--- config.mk ---
export PLATFORM = sky130hd
export DESIGN_NAME = best_overlap_box_select_flat
export DESIGN_NICKNAME = d
export VERILOG_FILES = /design/src/design/bobs_pkg.sv /design/src/design/bobs_req_if.sv /design/src/design/bobs_rsp_if.sv /design/src/design/bobs_ram.sv /design/src/design/bobs_eval.sv /design/src/design/best_overlap_box_select.sv /design/src/flat_wrapper.sv
export SDC_FILE = /design/constraint.sdc
export NUM_CORES = 2
export LEC_CHECK = 0
export BUFFER_PORTS_ARGS = -buffer_cell sky130_fd_sc_hd__buf_2
export CORE_MARGIN = 1.5
export CORE_UTILIZATION = 40
export DETAILED_ROUTE_END_ITERATION = 6
export SLEW_MARGIN = 20
export SYNTH_ARGS = -nofsm -noshare
export SYNTH_HDL_FRONTEND = slang
export SYNTH_SLANG_ARGS = --single-unit
export TNS_END_PERCENT = 50
--- constraint.sdc ---
create_clock -name clock -period 15 [get_ports clock]
set_clock_uncertainty 0.15 [all_clocks]
set_input_delay 3 -clock clock [delete_from_list [all_inputs] [get_ports clock]]
set_output_delay 3 -clock clock [all_outputs]
set_load 0.03 [all_outputs]
--- src/design/bobs_pkg.sv ---
`default_nettype none

package bobs_pkg;

   localparam int MAX_PROBES  = 16;
   localparam int SLOT_BITS   = $clog2(MAX_PROBES);
   localparam int COUNT_BITS  = $clog2(MAX_PROBES + 1);
   localparam int FIELD_BITS  = 16;
   localparam int COORD_BITS  = 16;
   localparam int CORNER_BITS = 3 * COORD_BITS;
   localparam int ID_BITS     = 8;
   localparam int VOL_BITS    = 48;
   localparam int CSR_BITS    = 5;
   localparam int ENTRY_BITS  = 2 * CORNER_BITS + ID_BITS;

   localparam logic ACT_LOAD  = 1'b0;
   localparam logic ACT_QUERY = 1'b1;

   // travels alongside each table read
   typedef struct packed {
      logic valid;
      logic last;
   } tag_type;

   typedef struct packed {
      logic                valid;
      logic                last;
      logic                hit;
      logic [ID_BITS-1:0]  id;
      logic [VOL_BITS-1:0] vol;
   } eval_type;

endpackage

`default_nettype wire

--- src/design/bobs_req_if.sv ---
`default_nettype none

interface bobs_req_if;
   logic                                 valid;
   logic                                 ready;
   logic                                 action;
   logic [3:0]                           slot;
   logic signed [bobs_pkg::FIELD_BITS-1:0] min_x;
   logic signed [bobs_pkg::FIELD_BITS-1:0] min_y;
   logic signed [bobs_pkg::FIELD_BITS-1:0] min_z;
   logic signed [bobs_pkg::FIELD_BITS-1:0] max_x;
   logic signed [bobs_pkg::FIELD_BITS-1:0] max_y;
   logic signed [bobs_pkg::FIELD_BITS-1:0] max_z;
   logic [bobs_pkg::ID_BITS-1:0]         probe_id;

   modport source (output valid, action, slot, min_x, min_y, min_z, max_x, max_y, max_z,
                   probe_id, input ready);
   modport sink (input valid, action, slot, min_x, min_y, min_z, max_x, max_y, max_z,
                 probe_id, output ready);
endinterface

`default_nettype wire

--- src/design/bobs_rsp_if.sv ---
`default_nettype none

interface bobs_rsp_if;
   logic                          valid;
   logic                          ready;
   logic                          found;
   logic                          keep_previous;
   logic [bobs_pkg::ID_BITS-1:0]  best_id;
   logic [bobs_pkg::VOL_BITS-1:0] best_volume;

   modport source (output valid, found, keep_previous, best_id, best_volume, input ready);
   modport sink (input valid, found, keep_previous, best_id, best_volume, output ready);
endinterface

`default_nettype wire

--- src/design/bobs_ram.sv ---
`default_nettype none

module bobs_ram #(
   parameter int WIDTH = 8,
   parameter int DEPTH = 16
) (
   input  wire logic                     clock,
   input  wire logic                     wr_en,
   input  wire logic [$clog2(DEPTH)-1:0] wr_addr,
   input  wire logic [WIDTH-1:0]         wr_data,
   input  wire logic                     rd_en,
   input  wire logic [$clog2(DEPTH)-1:0] rd_addr,
   output      logic [WIDTH-1:0]         rd_data
);

   logic [WIDTH-1:0] mem_ff [DEPTH];
   logic [WIDTH-1:0] rd_data_ff;

   always_ff @(posedge clock) begin
      if (wr_en) begin
         mem_ff[wr_addr] <= wr_data;
      end
      if (rd_en) begin
         rd_data_ff <= mem_ff[rd_addr];
      end
   end

   assign rd_data = rd_data_ff;

endmodule

`default_nettype wire

--- src/design/bobs_eval.sv ---
`default_nettype none

// Overlap test, extents and volume for one table entry per cycle.
// Stages: read align, extents, x*y product, (x*y)*z product.
module bobs_eval (
   input  wire logic                             clock,
   input  wire logic                             reset,
   input  wire bobs_pkg::tag_type                rd_tag,
   input  wire logic [bobs_pkg::ENTRY_BITS-1:0]  rd_data,
   input  wire logic [bobs_pkg::CORNER_BITS-1:0] mesh_lo,
   input  wire logic [bobs_pkg::CORNER_BITS-1:0] mesh_hi,
   output      bobs_pkg::eval_type               ev
);

   localparam int C = bobs_pkg::COORD_BITS;

   bobs_pkg::tag_type tag0_ff, tag1_ff, tag2_ff;
   logic              hit1_ff, hit2_ff;
   logic [bobs_pkg::ID_BITS-1:0] id1_ff, id2_ff;
   logic [C-1:0]      ext1_ff [3];
   logic [C-1:0]      ext_z2_ff;
   logic [2*C-1:0]    p01_ff;
   bobs_pkg::eval_type ev_ff;

   logic signed [C-1:0] blo [3];
   logic signed [C-1:0] bhi [3];
   logic signed [C-1:0] mlo [3];
   logic signed [C-1:0] mhi [3];
   logic signed [C-1:0] ilo [3];
   logic signed [C-1:0] ihi [3];
   logic [C:0]          diff [3];
   logic [C-1:0]        ext_in [3];
   logic [2:0]          hit_axis;

   always_comb begin
      for (int a = 0; a < 3; a++) begin
         blo[a] = rd_data[a*C +: C];
         bhi[a] = rd_data[bobs_pkg::CORNER_BITS + a*C +: C];
         mlo[a] = mesh_lo[a*C +: C];
         mhi[a] = mesh_hi[a*C +: C];
         ilo[a] = (blo[a] > mlo[a]) ? blo[a] : mlo[a];
         ihi[a] = (bhi[a] < mhi[a]) ? bhi[a] : mhi[a];
         diff[a] = {ihi[a][C-1], ihi[a]} - {ilo[a][C-1], ilo[a]};
         // negative extent means an inverted box: no overlap
         hit_axis[a] = (mhi[a] >= blo[a]) && (bhi[a] >= mlo[a]) && !diff[a][C];
         ext_in[a] = (diff[a] == '0) ? C'(1) : diff[a][C-1:0];
      end
   end

   always_ff @(posedge clock) begin
      if (reset) begin
         tag0_ff <= '0;
         tag1_ff <= '0;
         tag2_ff <= '0;
         ev_ff.valid <= 1'b0;
         ev_ff.last <= 1'b0;
      end else begin
         tag0_ff <= rd_tag;
         tag1_ff <= tag0_ff;
         tag2_ff <= tag1_ff;
         ev_ff.valid <= tag2_ff.valid;
         ev_ff.last <= tag2_ff.last;
      end
      hit1_ff <= &hit_axis;
      id1_ff <= rd_data[bobs_pkg::ENTRY_BITS-1 -: bobs_pkg::ID_BITS];
      for (int a = 0; a < 3; a++) begin
         ext1_ff[a] <= ext_in[a];
      end
      hit2_ff <= hit1_ff;
      id2_ff <= id1_ff;
      ext_z2_ff <= ext1_ff[2];
      p01_ff <= (2*C)'(ext1_ff[0]) * (2*C)'(ext1_ff[1]);
      ev_ff.hit <= hit2_ff;
      ev_ff.id <= id2_ff;
      ev_ff.vol <= bobs_pkg::VOL_BITS'((3*C)'(p01_ff) * (3*C)'(ext_z2_ff));
   end

   assign ev = ev_ff;

endmodule

`default_nettype wire

--- src/design/best_overlap_box_select.sv ---
// Probe box table with best-overlap query.
//
// req_chan carries transactions of two kinds. A load (action 0) writes a probe
// box and its id into table slot `slot`. A query (action 1)
// carries a mesh box and yields one rsp_chan transaction: the id and volume of
// the probe with the largest intersection volume (lowest slot wins a tie),
// found = 0 when nothing overlaps, keep_previous = 1 when the slot count is one.
// csr_wr_en / csr_wr_data set the number of valid slots; write only when idle.
//
// A query over n >= 2 slots reads the table one slot per cycle through a
// single RAM read port into a four-stage evaluate pipeline; the walk, drain
// and output states follow, and the next transaction is taken once the block
// is back in idle. With fewer than two slots the query goes straight from
// idle to the output state. One query is in flight at a time.
// The response sits in an output register; a new transaction is taken while it
// waits, but a second query result holds until rsp_chan drains.
// Reset (synchronous) clears the slot count and all control; table contents
// are undefined until loaded.
`default_nettype none

module best_overlap_box_select (
   input  wire logic                           clock,
   input  wire logic                           reset,
   bobs_req_if.sink                            req_chan,
   bobs_rsp_if.source                          rsp_chan,
   input  wire logic                           csr_wr_en,
   input  wire logic [bobs_pkg::CSR_BITS-1:0]  csr_wr_data
);

   localparam int CB = bobs_pkg::COUNT_BITS;
   localparam int C  = bobs_pkg::COORD_BITS;

   typedef enum logic [3:0] {
      ST_IDLE  = 4'b0001,
      ST_WALK  = 4'b0010,
      ST_DRAIN = 4'b0100,
      ST_OUT   = 4'b1000
   } state_type;

   state_type state_ff, state_in;
   logic [bobs_pkg::CSR_BITS-1:0]    probe_count_ff;
   logic [CB-1:0]                    count_sat;
   logic [bobs_pkg::SLOT_BITS-1:0]   walk_idx_ff, walk_idx_in;
   logic                             walk_last;
   logic [bobs_pkg::CORNER_BITS-1:0] mesh_lo_ff, mesh_hi_ff;
   logic                             best_found_ff, keep_ff;
   logic [bobs_pkg::ID_BITS-1:0]     best_id_ff;
   logic [bobs_pkg::VOL_BITS-1:0]    best_vol_ff;
   logic                             rsp_valid_ff, rsp_valid_in;
   logic                             rsp_found_ff, rsp_keep_ff;
   logic [bobs_pkg::ID_BITS-1:0]     rsp_id_ff;
   logic [bobs_pkg::VOL_BITS-1:0]    rsp_vol_ff;

   logic accept, is_query, ram_wr_en, out_load, best_take;
   logic [bobs_pkg::ENTRY_BITS-1:0] ram_wr_data, ram_rd_data;
   bobs_pkg::tag_type  rd_tag;
   bobs_pkg::eval_type ev;

   assign count_sat = (CB'(probe_count_ff) > CB'(bobs_pkg::MAX_PROBES)) ?
                      CB'(bobs_pkg::MAX_PROBES) : CB'(probe_count_ff);
   assign walk_last = (CB'(walk_idx_ff) == count_sat - CB'(1));

   assign req_chan.ready = (state_ff == ST_IDLE);
   assign accept = req_chan.valid && req_chan.ready;
   assign is_query = (req_chan.action == bobs_pkg::ACT_QUERY);
   assign ram_wr_en = accept && (req_chan.action == bobs_pkg::ACT_LOAD) &&
                      (32'(req_chan.slot) < bobs_pkg::MAX_PROBES);
   assign ram_wr_data = {req_chan.probe_id,
                         req_chan.max_z[C-1:0], req_chan.max_y[C-1:0], req_chan.max_x[C-1:0],
                         req_chan.min_z[C-1:0], req_chan.min_y[C-1:0], req_chan.min_x[C-1:0]};

   assign rd_tag.valid = (state_ff == ST_WALK);
   assign rd_tag.last = walk_last;

   bobs_ram #(
      .WIDTH(bobs_pkg::ENTRY_BITS),
      .DEPTH(bobs_pkg::MAX_PROBES)
   ) u_table (
      .clock   (clock),
      .wr_en   (ram_wr_en),
      .wr_addr (req_chan.slot[bobs_pkg::SLOT_BITS-1:0]),
      .wr_data (ram_wr_data),
      .rd_en   (rd_tag.valid),
      .rd_addr (walk_idx_ff),
      .rd_data (ram_rd_data)
   );

   bobs_eval u_eval (
      .clock   (clock),
      .reset   (reset),
      .rd_tag  (rd_tag),
      .rd_data (ram_rd_data),
      .mesh_lo (mesh_lo_ff),
      .mesh_hi (mesh_hi_ff),
      .ev      (ev)
   );

   assign best_take = ev.valid && ev.hit && (!best_found_ff || (ev.vol > best_vol_ff));
   assign out_load = (state_ff == ST_OUT) && (!rsp_valid_ff || rsp_chan.ready);

   always_comb begin
      state_in = state_ff;
      walk_idx_in = walk_idx_ff;
      case (state_ff)
         ST_IDLE: begin
            walk_idx_in = '0;
            if (accept && is_query) begin
               state_in = (count_sat < CB'(2)) ? ST_OUT : ST_WALK;
            end
         end
         ST_WALK: begin
            walk_idx_in = walk_idx_ff + 1'b1;
            if (walk_last) begin
               state_in = ST_DRAIN;
            end
         end
         ST_DRAIN: begin
            if (ev.valid && ev.last) begin
               state_in = ST_OUT;
            end
         end
         ST_OUT: begin
            if (out_load) begin
               state_in = ST_IDLE;
            end
         end
         default: begin
            state_in = ST_IDLE;
         end
      endcase
   end

   always_comb begin
      rsp_valid_in = rsp_valid_ff;
      if (out_load) begin
         rsp_valid_in = 1'b1;
      end else if (rsp_chan.ready) begin
         rsp_valid_in = 1'b0;
      end
   end

   always_ff @(posedge clock) begin
      if (reset) begin
         state_ff <= ST_IDLE;
         walk_idx_ff <= '0;
         probe_count_ff <= '0;
         rsp_valid_ff <= 1'b0;
         best_found_ff <= 1'b0;
      end else begin
         state_ff <= state_in;
         walk_idx_ff <= walk_idx_in;
         rsp_valid_ff <= rsp_valid_in;
         if (csr_wr_en) begin
            probe_count_ff <= csr_wr_data;
         end
         if (accept && is_query) begin
            best_found_ff <= 1'b0;
         end else if (best_take) begin
            best_found_ff <= 1'b1;
         end
      end

      if (accept && is_query) begin
         mesh_lo_ff <= {req_chan.min_z[C-1:0], req_chan.min_y[C-1:0], req_chan.min_x[C-1:0]};
         mesh_hi_ff <= {req_chan.max_z[C-1:0], req_chan.max_y[C-1:0], req_chan.max_x[C-1:0]};
         keep_ff <= (count_sat == CB'(1));
         best_id_ff <= '0;
         best_vol_ff <= '0;
      end else if (best_take) begin
         best_id_ff <= ev.id;
         best_vol_ff <= ev.vol;
      end

      if (out_load) begin
         rsp_found_ff <= best_found_ff;
         rsp_keep_ff <= keep_ff;
         rsp_id_ff <= best_id_ff;
         rsp_vol_ff <= best_vol_ff;
      end
   end

   assign rsp_chan.valid = rsp_valid_ff;
   assign rsp_chan.found = rsp_found_ff;
   assign rsp_chan.keep_previous = rsp_keep_ff;
   assign rsp_chan.best_id = rsp_id_ff;
   assign rsp_chan.best_volume = rsp_vol_ff;

   a_no_eval_when_ready: assert property (@(posedge clock) disable iff (reset)
      req_chan.ready |-> !ev.valid)
      else $error("evaluate pipeline busy while input is open");

   a_last_in_drain: assert property (@(posedge clock) disable iff (reset)
      ev.valid && ev.last |-> state_ff == ST_DRAIN)
      else $error("last table entry evaluated outside drain");

   a_walk_in_range: assert property (@(posedge clock) disable iff (reset)
      state_ff == ST_WALK |-> CB'(walk_idx_ff) < count_sat)
      else $error("table walk beyond slot count");

   a_out_holds: assert property (@(posedge clock) disable iff (reset)
      state_ff == ST_OUT && rsp_valid_ff && !rsp_chan.ready |=> state_ff == ST_OUT)
      else $error("result overwrote a pending response");

endmodule

`default_nettype wire

--- src/flat_wrapper.sv ---
// flat-port wrapper written by rule: the top's interface ports become plain ports
module best_overlap_box_select_flat 
  (clock, reset, csr_wr_en, csr_wr_data, req_chan_valid, req_chan_action, req_chan_slot, req_chan_min_x, req_chan_min_y, req_chan_min_z, req_chan_max_x, req_chan_max_y, req_chan_max_z, req_chan_probe_id, req_chan_ready, rsp_chan_valid, rsp_chan_found, rsp_chan_keep_previous, rsp_chan_best_id, rsp_chan_best_volume, rsp_chan_ready);
  bobs_req_if req_chan_i ();
  bobs_rsp_if rsp_chan_i ();
  input  wire logic clock;
  input  wire logic reset;
  input  wire logic csr_wr_en;
  input  wire logic [bobs_pkg::CSR_BITS-1:0] csr_wr_data;
  input wire logic [$bits(req_chan_i.valid)-1:0] req_chan_valid;
  input wire logic [$bits(req_chan_i.action)-1:0] req_chan_action;
  input wire logic [$bits(req_chan_i.slot)-1:0] req_chan_slot;
  input wire logic [$bits(req_chan_i.min_x)-1:0] req_chan_min_x;
  input wire logic [$bits(req_chan_i.min_y)-1:0] req_chan_min_y;
  input wire logic [$bits(req_chan_i.min_z)-1:0] req_chan_min_z;
  input wire logic [$bits(req_chan_i.max_x)-1:0] req_chan_max_x;
  input wire logic [$bits(req_chan_i.max_y)-1:0] req_chan_max_y;
  input wire logic [$bits(req_chan_i.max_z)-1:0] req_chan_max_z;
  input wire logic [$bits(req_chan_i.probe_id)-1:0] req_chan_probe_id;
  output wire logic [$bits(req_chan_i.ready)-1:0] req_chan_ready;
  output wire logic [$bits(rsp_chan_i.valid)-1:0] rsp_chan_valid;
  output wire logic [$bits(rsp_chan_i.found)-1:0] rsp_chan_found;
  output wire logic [$bits(rsp_chan_i.keep_previous)-1:0] rsp_chan_keep_previous;
  output wire logic [$bits(rsp_chan_i.best_id)-1:0] rsp_chan_best_id;
  output wire logic [$bits(rsp_chan_i.best_volume)-1:0] rsp_chan_best_volume;
  input wire logic [$bits(rsp_chan_i.ready)-1:0] rsp_chan_ready;
  assign req_chan_i.valid = req_chan_valid;
  assign req_chan_i.action = req_chan_action;
  assign req_chan_i.slot = req_chan_slot;
  assign req_chan_i.min_x = req_chan_min_x;
  assign req_chan_i.min_y = req_chan_min_y;
  assign req_chan_i.min_z = req_chan_min_z;
  assign req_chan_i.max_x = req_chan_max_x;
  assign req_chan_i.max_y = req_chan_max_y;
  assign req_chan_i.max_z = req_chan_max_z;
  assign req_chan_i.probe_id = req_chan_probe_id;
  assign req_chan_ready = req_chan_i.ready;
  assign rsp_chan_valid = rsp_chan_i.valid;
  assign rsp_chan_found = rsp_chan_i.found;
  assign rsp_chan_keep_previous = rsp_chan_i.keep_previous;
  assign rsp_chan_best_id = rsp_chan_i.best_id;
  assign rsp_chan_best_volume = rsp_chan_i.best_volume;
  assign rsp_chan_i.ready = rsp_chan_ready;
  best_overlap_box_select u_core (.clock(clock), .reset(reset), .req_chan(req_chan_i), .rsp_chan(rsp_chan_i), .csr_wr_en(csr_wr_en), .csr_wr_data(csr_wr_data));
endmodule
==> impl_metrics.ini <==
[critical_path]
crit_path_frequent_cell = fa_1
critPathMaxStageDelay_ns = 0.97
crit_chain = nand2_1, fa_1, fa_1, fa_1, fa_1, fa_1, fa_1, inv_1, ha_1, and2_1, a221oi_1, a21boi_0, o31ai_1, a31oi_1, a31oi_1, o311ai_2, and2_1, a221oi_2, xnor2_1
critPathMaxFanout = 32
cp.required_ns = 15.65
cp.arrival_ns = 8.09
cp_slowest_cell = dfxtp_1
critical_path_buf_inv_count = 1
path_class = flop to flop
end_kind = flop
worst_path_dominant_cell_family = adder cells
cp-start-kind = flop

[grt]
grt_max_degree = 133
first_global_vias = 62400
grt_pass1_wl_um = 404000
grt_overflow = 0
antenna_found_initial = 50
grt.total_usage_pct = 19.4

[clock_network]
hold_buffers = 0
htreeDepth = 4
root_buffer = clkbuf_16
post_cts_buffers = 0
cts_buffers = 225
clkTransAtPathRegs_ns = 0.06
clock_sinks = 2173
cts_resized = 0
clkLatencyLatePin_ns = 0.90
cts.path.max_buffers = 4
cts_tree = yes

[sta]
setup_viol = 0
relSlewSlack_pct = 18.4
finalSetupTns_ns = 0
timing.final.hold_violations = 0
fin_ws_ns = 7.57
worst_slew_pin_slew_ns = 1.22
min_period_ns = 7.43
fmax_ghz = 0.135
period_share_pct = 49.5
rsz0062_at_grt = no
drv_slew = 0

[drt]
drt_wl_total_um = 270000
drt-pass1-iter-count = 5
drt_iter0_drc = 4708
drt-wirelength-per-cell_um = 24.4
final_antenna_net_count = 0
drc = 0
vias_per_cell = 5.36
num_vias = 59400

[floorplanning]
die_h_um = 527
initial_core_util_pct = 40.1
io_pins = 179
die_w_um = 527
coreArea_um2 = 273000
die-area_um2 = 277000
std_cell_rows = 192

[final_layout]
area_growth_pct = 11.2
final_cell_mix = edfxtp_1, inv_1, fa_1
drive_above_1_share_pct = 16.1
n_fill_cell = 23900
final_common_cell = edfxtp_1
finalCoreUtilization_pct = 44.6
nets = 8534

[place]
place_congestion = 0.854
dp_slack_ns = 7.28
portBuffers = 178
hpwl_um = 167000

[flow_run]
drv_cap = 0

[synthesis]
syn_inst = 7080
netlist_area_um2 = 110000
synth-edff-count = 1923
synth_seq_cells = 2173
synth_area_leaders = edfxtp_1, fa_1, mux4_2, ha_1, dfxtp_1
synthFlopType = edfxtp_1
syn_avg_cell_area_um2 = 15.5
ys_seq_area_share_pct = 57.2
yosysWarnings = 0
synthDistinctLibCells = 80
synth_nets = 8326
synth_top_area_share_pct = 52.7
yosys.area.top_type = edfxtp_1
synth-async-reset-ratio_pct = 0

[run_status]
outcome = complete, no violations

[hold_path]
hold_path.class = flop to flop
-- logic make-up (layout without fill, tap and decap cells) --
logic type | after synthesis | in the layout | share of synthesized area [%]
adder cells (fa/ha/maj) | 1127 | 1127 | 17.1
other | 0 | 17 | 0
XOR/XNOR | 106 | 106 | 0.847
AO/OA/AOI/OAI | 564 | 564 | 3.29
buffers and inverters | 1167 | 1560 | 4.00
AND/OR/NAND/NOR | 1312 | 1312 | 5.82
multiplexers | 631 | 631 | 11.8
flip-flops | 2173 | 2173 | 57.2
-- cell usage after synthesis (8+ instances only) --
master / count
o21bai_1: 15
a21o_1: 104
nor2_1: 121
nor4_1: 11
or4_1: 8
o21a_1: 30
nor2b_1: 38
nand3_1: 85
nand2_1: 581
and3_1: 8
ha_1: 512
nand4_1: 46
clkbuf_1: 226
xnor2_1: 71
a31oi_1: 17
nor3_1: 33
inv_1: 896
o31ai_1: 8
o21ai_0: 146
and2_1: 309
a211oi_1: 14
nand2b_1: 36
fa_1: 615
mux4_2: 520
edfxtp_1: 1923
mux2i_1: 62
buf_1: 38
mux2_2: 49
a21oi_1: 153
dfxtp_1: 250
xor2_1: 35
-- final cells by class --
class	instances	area, µm²	share of cell area, %
sequential	2173	62800	51.5
multi-input combinational	3740	42700	35.0
timing repair buffer	252	1560	1.28
clock inverter	132	1070	0.874
clock buffer	280	5960	4.89
antenna	17	42.5	0.0349
tap	3589	4490	3.68
inverter	896	3370	2.76
-- routing by layer --
metal | GRT usage [%] | share of wire, % | vias to the layer above
met4 | 4.84 | 2.3 | 26
met2 | 33.0 | 50 | 1523
met3 | 2.57 | 5.1 | 399
li1 | - | - | 26000
met1 | 26.2 | 43 | 31500
met5 | 0 | 0.060 | -
-- final timing paths --
path	slack (ns)	cells after the start	startpoint	end
max reg2reg	7.57	19	u_core.u_eval.ext_z2_ff[13]	u_core.u_eval.ev[45]
min	0.18	0	u_core.u_eval.ext1_ff[2][1]	u_core.u_eval.ext_z2_ff[1]
min reg2reg	0.18	0	u_core.u_eval.ext1_ff[2][1]	u_core.u_eval.ext_z2_ff[1]
max	7.57	19	u_core.u_eval.ext_z2_ff[13]	u_core.u_eval.ev[45]
-- sequential cells by signal, indices dropped and copies added (netlist names), 2 cells and up --
name,count
u_core.u_table.rd_data,104
u_core.u_eval.id1_ff,8
u_core.u_eval.tag0_ff,2
u_core.best_id_ff,8
u_core.u_eval.id2_ff,8
u_core.u_eval.ext_z2_ff,16
u_core.u_eval.p01_ff,32
u_core.best_vol_ff,48
u_core.u_eval.tag2_ff,2
u_core.probe_count_ff,5
u_core.u_eval.ev,59
u_core.rsp_chan.best_id,8
u_core.u_eval.tag1_ff,2
u_core.u_table.mem_ff,1664
u_core.u_eval.ext1_ff,48
u_core.mesh_lo_ff,48
u_core.rsp_chan.best_volume,48
u_core.state_ff,4
u_core.mesh_hi_ff,48
u_core.walk_idx_ff,4
-- worst reg2reg max path, cell delays in order, from the launching register on --
cell and delay (ns):
dfxtp_1 0.97, nand2_1 0.20, fa_1 0.60, fa_1 0.43, fa_1 0.54, fa_1 0.44
fa_1 0.47, fa_1 0.52, inv_1 0.05, ha_1 0.32, and2_1 0.21, a221oi_1 0.31
a21boi_0 0.17, o31ai_1 0.26, a31oi_1 0.19, a31oi_1 0.63, o311ai_2 0.25, and2_1 0.26
a221oi_2 0.27, xnor2_1 0.14
-- stage by stage --
stage	hold WS [ns]	area (µm²)	cells
after floorplan	0.160	110000	7080
after global placement	0.168	115000	10600
after detailed placement	0.165	115000	10600
after CTS	0.174	122000	11100
after global routing	0.165	122000	11100
final	0.177	122000	11100
Power is not shown: default switching activity piles up to over one toggle a cycle in this logic, so the estimate is an artifact.
